--- src/rtl/wpb64_pkg.sv ---
// Shared types, constants and the base64 symbol function of the encoder.
// Depends on nothing; imported by every module of the block.
package wpb64_pkg;

   localparam int CfgW    = 12;
   localparam int StepW   = 8;
   localparam int CsrIdxW = 3;
   localparam int LineW   = 7;
   localparam int RecLen  = 5;
   localparam int RecCntW = 3;

   localparam int DefBytesPerLine = 57;

   localparam logic [CfgW-1:0]  RstFrameWidth = 12'd640;
   localparam logic [CfgW-1:0]  RstWinLeft    = 12'd0;
   localparam logic [CfgW-1:0]  RstWinTop     = 12'd0;
   localparam logic [CfgW-1:0]  RstWinCols    = 12'd640;
   localparam logic [CfgW-1:0]  RstWinRows    = 12'd480;
   localparam logic [StepW-1:0] RstSampleStep = 8'd1;

   localparam logic [7:0] CharNewline = 8'h0A;
   localparam logic [7:0] CharPad     = 8'h3D;

   // register indexes on the csr port
   typedef enum logic [CsrIdxW-1:0] {
      REG_FRAME_WIDTH = 3'd0,
      REG_WIN_LEFT    = 3'd1,
      REG_WIN_TOP     = 3'd2,
      REG_WIN_COLS    = 3'd3,
      REG_WIN_ROWS    = 3'd4,
      REG_SAMPLE_STEP = 3'd5
   } csr_reg_type;

   typedef struct packed {
      logic [CfgW-1:0]  frame_width;
      logic [CfgW-1:0]  win_left;
      logic [CfgW-1:0]  win_top;
      logic [CfgW-1:0]  win_cols;
      logic [CfgW-1:0]  win_rows;
      logic [StepW-1:0] sample_step;
   } cfg_type;

   // window decision for the pixel in the input register
   typedef struct packed {
      logic keep;
      logic last;
   } pick_type;

   // characters caused by one pixel, first character at index 0
   typedef struct packed {
      logic [RecLen-1:0][7:0] chars;
      logic [RecCntW-1:0]     cnt;
      logic                   done;
   } rec_type;

   function automatic logic [7:0] b64_char(input logic [5:0] v);
      logic [7:0] wide;
      wide = {2'b00, v};
      priority if (v < 6'd26) return 8'h41 + wide;
      else if (v < 6'd52) return 8'h61 + wide - 8'd26;
      else if (v < 6'd62) return 8'h30 + wide - 8'd52;
      else if (v == 6'd62) return 8'h2B;
      else return 8'h2F;
   endfunction

endpackage

--- src/rtl/wpb64_window.sv ---
// Frame position counters and window selection for the pixel stream.
// Depends on wpb64_pkg.
module wpb64_window (
   input  logic               clock,
   input  logic               reset,
   input  logic               adv,
   input  logic               fs,
   input  wpb64_pkg::cfg_type cfg,
   output wpb64_pkg::pick_type pick
);
   import wpb64_pkg::*;

   logic [CfgW-1:0]  col_pos_ff, col_pos_in, row_pos_ff, row_pos_in;
   logic [StepW-1:0] col_phase_ff, col_phase_in, row_phase_ff, row_phase_in;
   logic [CfgW-1:0]  wci_ff, wci_in, wri_ff, wri_in;
   logic             finished_ff, finished_in;

   logic [CfgW-1:0]  cur_col_pos, cur_row_pos, cur_wci, cur_wri, col_pos_inc;
   logic [StepW-1:0] cur_col_phase, cur_row_phase, step;
   logic             active, row_in_win, col_in_win, row_sel, col_sel, at_last;

   function automatic logic [StepW-1:0] phase_next(input logic [StepW-1:0] p,
                                                   input logic [StepW-1:0] s);
      logic [StepW:0] sum;
      sum = {1'b0, p} + {{StepW{1'b0}}, 1'b1};
      return (sum >= {1'b0, s}) ? '0 : sum[StepW-1:0];
   endfunction

   // frame start handles its pixel from cleared counters
   always_comb begin
      cur_col_pos   = fs ? '0 : col_pos_ff;
      cur_row_pos   = fs ? '0 : row_pos_ff;
      cur_col_phase = fs ? '0 : col_phase_ff;
      cur_row_phase = fs ? '0 : row_phase_ff;
      cur_wci       = fs ? '0 : wci_ff;
      cur_wri       = fs ? '0 : wri_ff;
      active        = fs || !finished_ff;
      step          = (cfg.sample_step == '0) ? 8'd1 : cfg.sample_step;

      row_in_win = cur_row_pos >= cfg.win_top;
      col_in_win = cur_col_pos >= cfg.win_left;
      row_sel    = row_in_win && (cur_row_phase == '0) && (cur_wri < cfg.win_rows);
      col_sel    = col_in_win && (cur_col_phase == '0) && (cur_wci < cfg.win_cols);
      at_last    = (({1'b0, cur_wri} + 13'd1) == {1'b0, cfg.win_rows})
                && (({1'b0, cur_wci} + 13'd1) == {1'b0, cfg.win_cols});

      pick.keep = active && row_sel && col_sel;
      pick.last = active && row_sel && col_sel && at_last;
   end

   // counter advance for one pixel
   always_comb begin
      col_pos_in   = cur_col_pos;
      row_pos_in   = cur_row_pos;
      col_phase_in = cur_col_phase;
      row_phase_in = cur_row_phase;
      wci_in       = cur_wci;
      wri_in       = cur_wri;
      finished_in  = (fs ? 1'b0 : finished_ff) | pick.last;
      col_pos_inc  = cur_col_pos + 12'd1;

      if (col_in_win) begin
         wci_in       = cur_wci + {{(CfgW-1){1'b0}}, col_sel};
         col_phase_in = phase_next(cur_col_phase, step);
      end

      if (col_pos_inc == cfg.frame_width) begin
         wri_in = cur_wri + {{(CfgW-1){1'b0}}, row_sel};
         if (row_in_win) begin
            row_phase_in = phase_next(cur_row_phase, step);
         end
         if (cur_row_pos != '1) begin
            row_pos_in = cur_row_pos + 12'd1;
         end
         col_pos_in   = '0;
         col_phase_in = '0;
         wci_in       = '0;
      end else begin
         col_pos_in = col_pos_inc;
      end
   end

   always_ff @(posedge clock) begin
      if (reset) begin
         col_pos_ff   <= '0;
         row_pos_ff   <= '0;
         col_phase_ff <= '0;
         row_phase_ff <= '0;
         wci_ff       <= '0;
         wri_ff       <= '0;
         finished_ff  <= 1'b0;
      end else if (adv && active) begin
         col_pos_ff   <= col_pos_in;
         row_pos_ff   <= row_pos_in;
         col_phase_ff <= col_phase_in;
         row_phase_ff <= row_phase_in;
         wci_ff       <= wci_in;
         wri_ff       <= wri_in;
         finished_ff  <= finished_in;
      end
   end

endmodule

--- src/rtl/wpb64_pack.sv ---
// Byte grouping, base64 symbol mapping, padding and line breaks.
// Depends on wpb64_pkg.
module wpb64_pack #(
   parameter int BYTES_PER_LINE = wpb64_pkg::DefBytesPerLine
) (
   input  logic                clock,
   input  logic                reset,
   input  logic                adv,
   input  logic                fs,
   input  logic [7:0]          pixel,
   input  wpb64_pkg::pick_type pick,
   output wpb64_pkg::rec_type  rec_in
);
   import wpb64_pkg::*;

   localparam logic [LineW-1:0] LineBytes = LineW'(BYTES_PER_LINE);

   logic [15:0]      held_ff, held_in, cur_held;
   logic [1:0]       gfill_ff, gfill_in, cur_gfill;
   logic [LineW-1:0] lfill_ff, lfill_in, cur_lfill, lsum;
   logic [23:0]      grp;

   always_comb begin
      cur_held  = fs ? '0 : held_ff;
      cur_gfill = fs ? '0 : gfill_ff;
      cur_lfill = fs ? '0 : lfill_ff;
      held_in   = cur_held;
      gfill_in  = cur_gfill;
      lfill_in  = cur_lfill;
      lsum      = cur_lfill + 7'd3;
      grp       = {cur_held, pixel};
      rec_in    = '0;

      if (pick.keep) begin
         if (cur_gfill == 2'd2) begin
            // full group of three bytes
            rec_in.chars[0] = b64_char(grp[23:18]);
            rec_in.chars[1] = b64_char(grp[17:12]);
            rec_in.chars[2] = b64_char(grp[11:6]);
            rec_in.chars[3] = b64_char(grp[5:0]);
            held_in  = '0;
            gfill_in = '0;
            if (pick.last) begin
               rec_in.chars[4] = CharNewline;
               rec_in.cnt      = 3'd5;
               rec_in.done     = 1'b1;
               lfill_in        = '0;
            end else if (lsum >= LineBytes) begin
               rec_in.chars[4] = CharNewline;
               rec_in.cnt      = 3'd5;
               lfill_in        = '0;
            end else begin
               rec_in.cnt = 3'd4;
               lfill_in   = lsum;
            end
         end else if (pick.last) begin
            // partial final group, padded
            grp = (cur_gfill == 2'd1) ? {cur_held[7:0], pixel, 8'h00}
                                      : {pixel, 16'h0000};
            rec_in.chars[0] = b64_char(grp[23:18]);
            rec_in.chars[1] = b64_char(grp[17:12]);
            rec_in.chars[2] = (cur_gfill == 2'd1) ? b64_char(grp[11:6]) : CharPad;
            rec_in.chars[3] = CharPad;
            rec_in.chars[4] = CharNewline;
            rec_in.cnt      = 3'd5;
            rec_in.done     = 1'b1;
            held_in         = '0;
            gfill_in        = '0;
            lfill_in        = '0;
         end else begin
            held_in  = {cur_held[7:0], pixel};
            gfill_in = cur_gfill + 2'd1;
         end
      end
   end

   always_ff @(posedge clock) begin
      if (reset) begin
         held_ff  <= '0;
         gfill_ff <= '0;
         lfill_ff <= '0;
      end else if (adv) begin
         held_ff  <= held_in;
         gfill_ff <= gfill_in;
         lfill_ff <= lfill_in;
      end
   end

endmodule

--- src/rtl/windowed_pixel_base64_encoder.sv ---
// Top level of the windowed pixel base64 encoder: csr registers, input
// register, character record and character output. Uses wpb64_pkg,
// wpb64_window and wpb64_pack.
//
//   channel | ports                                   | transfer when
//   --------+-----------------------------------------+----------------------
//   req     | req_pixel, req_frame_start              | req_valid & req_ready
//   rsp     | rsp_out_char, rsp_frame_done            | rsp_valid & rsp_ready
//   csr     | csr_index, csr_wdata                    | csr_we
//
// A pixel waits in the input register, then its characters (zero to five)
// leave the record register one per cycle while rsp_ready is high. Pixels
// that give no characters pass at one per cycle while the record is free;
// in the window, the drain of the record register sets the rate.
// Reset is synchronous and restores the default window. A stalled rsp side
// holds the record; the input register still takes one more pixel.
module windowed_pixel_base64_encoder #(
   parameter int BYTES_PER_LINE = wpb64_pkg::DefBytesPerLine
) (
   input  logic                            clock,
   input  logic                            reset,
   input  logic                            req_valid,
   output logic                            req_ready,
   input  logic [7:0]                      req_pixel,
   input  logic                            req_frame_start,
   output logic                            rsp_valid,
   input  logic                            rsp_ready,
   output logic [7:0]                      rsp_out_char,
   output logic                            rsp_frame_done,
   input  logic                            csr_we,
   input  logic [wpb64_pkg::CsrIdxW-1:0]   csr_index,
   input  logic [wpb64_pkg::CfgW-1:0]      csr_wdata
);
   import wpb64_pkg::*;

   cfg_type              cfg_ff;
   logic                 a_valid_ff;
   logic [7:0]           a_pixel_ff;
   logic                 a_fs_ff;
   rec_type              rec_ff, rec_in;
   logic [RecCntW-1:0]   idx_ff;
   logic                 rec_busy, take, last_take, rec_free, adv;
   pick_type             pick;

   // configuration registers
   always_ff @(posedge clock) begin
      if (reset) begin
         cfg_ff.frame_width <= RstFrameWidth;
         cfg_ff.win_left    <= RstWinLeft;
         cfg_ff.win_top     <= RstWinTop;
         cfg_ff.win_cols    <= RstWinCols;
         cfg_ff.win_rows    <= RstWinRows;
         cfg_ff.sample_step <= RstSampleStep;
      end else if (csr_we) begin
         unique case (csr_reg_type'(csr_index))
            REG_FRAME_WIDTH: cfg_ff.frame_width <= csr_wdata;
            REG_WIN_LEFT:    cfg_ff.win_left    <= csr_wdata;
            REG_WIN_TOP:     cfg_ff.win_top     <= csr_wdata;
            REG_WIN_COLS:    cfg_ff.win_cols    <= csr_wdata;
            REG_WIN_ROWS:    cfg_ff.win_rows    <= csr_wdata;
            REG_SAMPLE_STEP: cfg_ff.sample_step <= csr_wdata[StepW-1:0];
            default: ;
         endcase
      end
   end

   // handshake and record control
   always_comb begin
      rec_busy  = idx_ff != rec_ff.cnt;
      take      = rec_busy && rsp_ready;
      last_take = take && (idx_ff == (rec_ff.cnt - 3'd1));
      rec_free  = !rec_busy || last_take;
      adv       = a_valid_ff && rec_free;
      req_ready = !a_valid_ff || rec_free;
   end

   // input register
   always_ff @(posedge clock) begin
      if (reset) begin
         a_valid_ff <= 1'b0;
      end else if (req_ready) begin
         a_valid_ff <= req_valid;
      end
      if (req_valid && req_ready) begin
         a_pixel_ff <= req_pixel;
         a_fs_ff    <= req_frame_start;
      end
   end

   wpb64_window u_window (
      .clock (clock),
      .reset (reset),
      .adv   (adv),
      .fs    (a_fs_ff),
      .cfg   (cfg_ff),
      .pick  (pick)
   );

   wpb64_pack #(
      .BYTES_PER_LINE (BYTES_PER_LINE)
   ) u_pack (
      .clock  (clock),
      .reset  (reset),
      .adv    (adv),
      .fs     (a_fs_ff),
      .pixel  (a_pixel_ff),
      .pick   (pick),
      .rec_in (rec_in)
   );

   // record register and read pointer
   always_ff @(posedge clock) begin
      if (reset) begin
         rec_ff <= '0;
         idx_ff <= '0;
      end else if (adv) begin
         rec_ff <= rec_in;
         idx_ff <= '0;
      end else if (take) begin
         idx_ff <= idx_ff + 3'd1;
      end
   end

   // character output
   always_comb begin
      rsp_valid      = rec_busy;
      rsp_out_char   = rec_ff.chars[idx_ff];
      rsp_frame_done = rec_ff.done && (idx_ff == (rec_ff.cnt - 3'd1));
   end

endmodule

--- config.mk ---
export PLATFORM = sky130hd
export DESIGN_NAME = windowed_pixel_base64_encoder
export DESIGN_NICKNAME = d
export VERILOG_FILES = /design/src/rtl/wpb64_pkg.sv /design/src/rtl/wpb64_window.sv /design/src/rtl/wpb64_pack.sv /design/src/rtl/windowed_pixel_base64_encoder.sv
export SDC_FILE = /design/constraint.sdc
export NUM_CORES = 1
export LEC_CHECK = 0
export BUFFER_PORTS_ARGS = -buffer_cell sky130_fd_sc_hd__buf_2
export CELL_PAD_IN_SITES_DETAIL_PLACEMENT = 0
export CELL_PAD_IN_SITES_GLOBAL_PLACEMENT = 1
export CORE_MARGIN = 10
export CORE_UTILIZATION = 44
export DETAILED_ROUTE_END_ITERATION = 8
export GPL_ROUTABILITY_DRIVEN = 0
export PLACE_DENSITY_LB_ADDON = 0.1
export SLEW_MARGIN = 0
export SYNTH_ARGS = -nofsm -noshare
export SYNTH_HDL_FRONTEND = slang
export SYNTH_SLANG_ARGS = --single-unit
--- constraint.sdc ---
create_clock -name clock -period 4.95 [get_ports clock]
set_clock_uncertainty 0.2 [all_clocks]
set_input_delay 0.99 -clock clock [delete_from_list [all_inputs] [get_ports clock]]
set_output_delay 0.99 -clock clock [all_outputs]
set_load 0.005 [all_outputs]
==> flow_summary.json <==
{
  "rsz0062_at_grt": "no",
  "die_w_um": 213,
  "worstHoldStart": "u_window.col_pos_ff[11]$_SDFFE_PP0P_",
  "worstPathArrival_ns": 4.93,
  "layout_commonest_cell": "nand2_1",
  "syn_to_final_growth_pct": 8.35,
  "grt_pass1_vias": 14200,
  "most-common-layout-cells": "nand2_1, dfxtp_1, a21oi_1, ha_1, inv_1",
  "r2r-start": "a_fs_ff$_DFFE_PP_",
  "tightest_slew_ns": 1.13,
  "ios": 40,
  "path_cells": "buf_12 -> nand2b_1 -> inv_1 -> ha_1 -> nand3_1 -> nor3_1 -> xnor3_1 -> nand3_2 -> nor4b_4 -> nand2_2 -> nor4_1 -> mux2_2",
  "yosysWarningCount": 0,
  "layout-drive-gt1-share_pct": 9.05,
  "final_hold_viol_count": 0,
  "antenna_found_initial": 0,
  "p_switching_w": 0.00125,
  "required_ns": 5.19,
  "p_int_w": 0.00308,
  "first_pass_iters": 5,
  "route.detailed.drc": 0,
  "synthDistinctLibCells": 105,
  "grt.met1_usage_pct": 29.2,
  "slowest_stage": "nor4b_4",
  "postCtsSetupRepairBufs": 0,
  "row_count": 70,
  "grtUsageTotal_pct": 22.0,
  "wl_per_cell_um": 19.5,
  "min_to": "u_window.col_pos_ff[11]$_SDFFE_PP0P_",
  "clkTransAtPathRegs_ns": 0.06,
  "worstRegToRegCells": 12,
  "critPathCaptureType": "flip-flop",
  "cts_root_buf": "clkbuf_16",
  "hold_buffers": 0,
  "cts.repair.resized": 0,
  "fin_util_pct": 48.3,
  "crit_family": "simple AND/OR/NAND/NOR gates",
  "top_usage_layer": "met2",
  "grt_pass1_wl_um": 80600,
  "report.final.setup_viol": 0,
  "post-route-period-util_pct": 94.8,
  "overflow": 0,
  "clock_path_buffers": 3,
  "synth.cell_area_um2": 16300,
  "period_needed_ns": 4.69,
  "power_density_nw_per_um2": 245,
  "clock_power_share_pct": 44.6,
  "maxCapViolCount": 0,
  "worst-path-max-fanout": 100,
  "min_path_type": "flip-flop to flip-flop",
  "sw_frac_of_total_pct": 28.9,
  "numCtsBuffers": 26,
  "dieArea_um2": 45200,
  "dp.final_hpwl_um": 36800,
  "async_flop_share_pct": 0,
  "cts_tree": "built",
  "ys_seq_elements": 206,
  "synth-edff-count": 9,
  "grt_max_degree": 101,
  "start_kind": "flip-flop",
  "grt_util_met2_pct": 36.3,
  "seqPwrFrac_pct": 40.1,
  "fp.dieH_um": 213,
  "worstHoldPathCells": 2,
  "pwr-share-comb_pct": 15.3,
  "p_leak_nw": 7.04,
  "ir_drop_mv": 0.264,
  "viasPerCell": 5.86,
  "slowest_delay_ns": 0.53,
  "fmax_ghz": 0.213,
  "timing.rr.end": "u_window.wri_ff[5]$_SDFFE_PP0P_",
  "fp.coreArea_um2": 36600,
  "clk_latency_ns": 0.55,
  "criticalPathCategory": "flip-flop to flip-flop",
  "diodes": 0,
  "vias": 15200,
  "htree_levels": 1,
  "use_met3_pct": 2.34,
  "ys_seq_area_share_pct": 25.8,
  "status": "completed",
  "drtIter0Drc": 1088,
  "routed_wl_um": 50600,
  "portBuffers": 39,
  "cts.sinks": 206,
  "synth.avg_cell_area_um2": 7.64,
  "slew_headroom_pct": 24.6,
  "slew_viol_final": 0,
  "worst-path-buf-inv": 2,
  "syn_inst": 2134,
  "synth_nets": 2309,
  "start_util_pct": 44.6,
  "setup_tns_ns": 0,
  "r2r_slack_ns": 0.26,
  "fin_nets": 2280,
  "drtAntennaViolNets": 0,
  "synthFlopType": "dfxtp_1"
}
-- state kept, by name, summed over array words and instances (netlist names), 8 cells and up --
| register | cells |
|---|---|
| a_pixel_ff | 8 |
| cfg_ff | 68 |
| rec_ff | 35 |
| u_pack.held_ff | 16 |
| u_window.col_phase_ff | 8 |
| u_window.col_pos_ff | 12 |
| u_window.row_phase_ff | 8 |
| u_window.row_pos_ff | 12 |
| u_window.wci_ff | 12 |
| u_window.wri_ff | 12 |
-- routing by layer --
metal | up-vias | share of wire (%)
li1 | 7533 | -
met1 | 7180 | 45
met2 | 384 | 47
met3 | 84 | 4.3
met4 | 0 | 3.7
met5 | - | 0
-- power groups by stage --
| stage | Sequential, W | Combinational [W] | Clock (W) |
|---|---|---|---|
| after floorplan | 0.00176 | 0.000468 | 0 |
| after global placement | 0.00177 | 0.000655 | 0 |
| after detailed placement | 0.00177 | 0.000657 | 0 |
| after CTS | 0.00173 | 0.000660 | 0.00197 |
| after global routing | 0.00174 | 0.000733 | 0.00204 |
| final | 0.00174 | 0.000664 | 0.00193 |
-- layout make-up --
type / instances / area [um2]
clock buffer: 38 / 756
clock inverter: 7 / 103
fill: 3709 / 18900
inverter: 142 / 533
multi-input combinational: 1651 / 11000
sequential: 206 / 4210
tap: 468 / 586
timing repair buffer: 78 / 503
-- cell families (layout without fill, tap and decap cells) --
logic type / count (synthesis) / in the layout / synth area share, %
buffers and inverters: 277 / 265 / 6.98
muxes: 41 / 41 / 3.42
DFF: 206 / 206 / 25.8
xor gates and xnor gates: 104 / 104 / 6.05
adders and majority gates: 146 / 146 / 11.2
and+or+nand+nor: 841 / 841 / 26.0
AOI/OAI and AO/OA: 519 / 519 / 20.5
-- cell usage after synthesis, drive strengths merged (45+ instances only) --
library cell    n  area share [%]
inv           141             3.2
nand3         101             3.2
clkbuf         90             2.1
nand2         350             8.1
a21oi         180             5.5
ha            146              11
dfxtp         197              24
nor2b          66             2.6
buf            45             1.6
o21ai         100             3.1
xnor2          69             3.8
nor2           89             2.0
-- how the worst max path moves through the flow --
stage                       from                                to  slack, ns  depth (start not counted)
4_1_cts        a_fs_ff$_DFFE_PP_   u_window.wri_ff[5]$_SDFFE_PP0P_       0.33                         12
3_3_place_gp   a_fs_ff$_DFFE_PP_   u_window.wri_ff[5]$_SDFFE_PP0P_       0.41                         12
6_report       a_fs_ff$_DFFE_PP_   u_window.wri_ff[5]$_SDFFE_PP0P_       0.26                         12
5_1_grt        a_fs_ff$_DFFE_PP_   u_window.wri_ff[5]$_SDFFE_PP0P_       0.02                         12
3_5_place_dp   a_fs_ff$_DFFE_PP_   u_window.wri_ff[5]$_SDFFE_PP0P_       0.36                         12
2_1_floorplan  a_fs_ff$_DFFE_PP_  u_window.wci_ff[10]$_SDFFE_PP0P_      0.001                         23
-- metrics by stage --
stage / hold WS (ns) / total power, W / setup slack (ns) / instances / instance area (um2)
CTS: 0.247 / 0.00436 / 0.326 / 2590 / 17700
finish: 0.249 / 0.00433 / 0.257 / 2590 / 17700
detailed placement: 0.238 / 0.00243 / 0.361 / 2545 / 16800
global placement: 0.231 / 0.00242 / 0.410 / 2545 / 16800
global route: 0.272 / 0.00451 / 0.0160 / 2590 / 17700
floorplan: 0.220 / 0.00223 / 0.00100 / 2134 / 16300
-- worst min-delay path, stage by stage, from the launching register on --
cell,delay (ns)
dfxtp_1,0.30
nand2_1,0.05
a21oi_1,0.05
No activity file was read; power rests on OpenSTA's default activity.
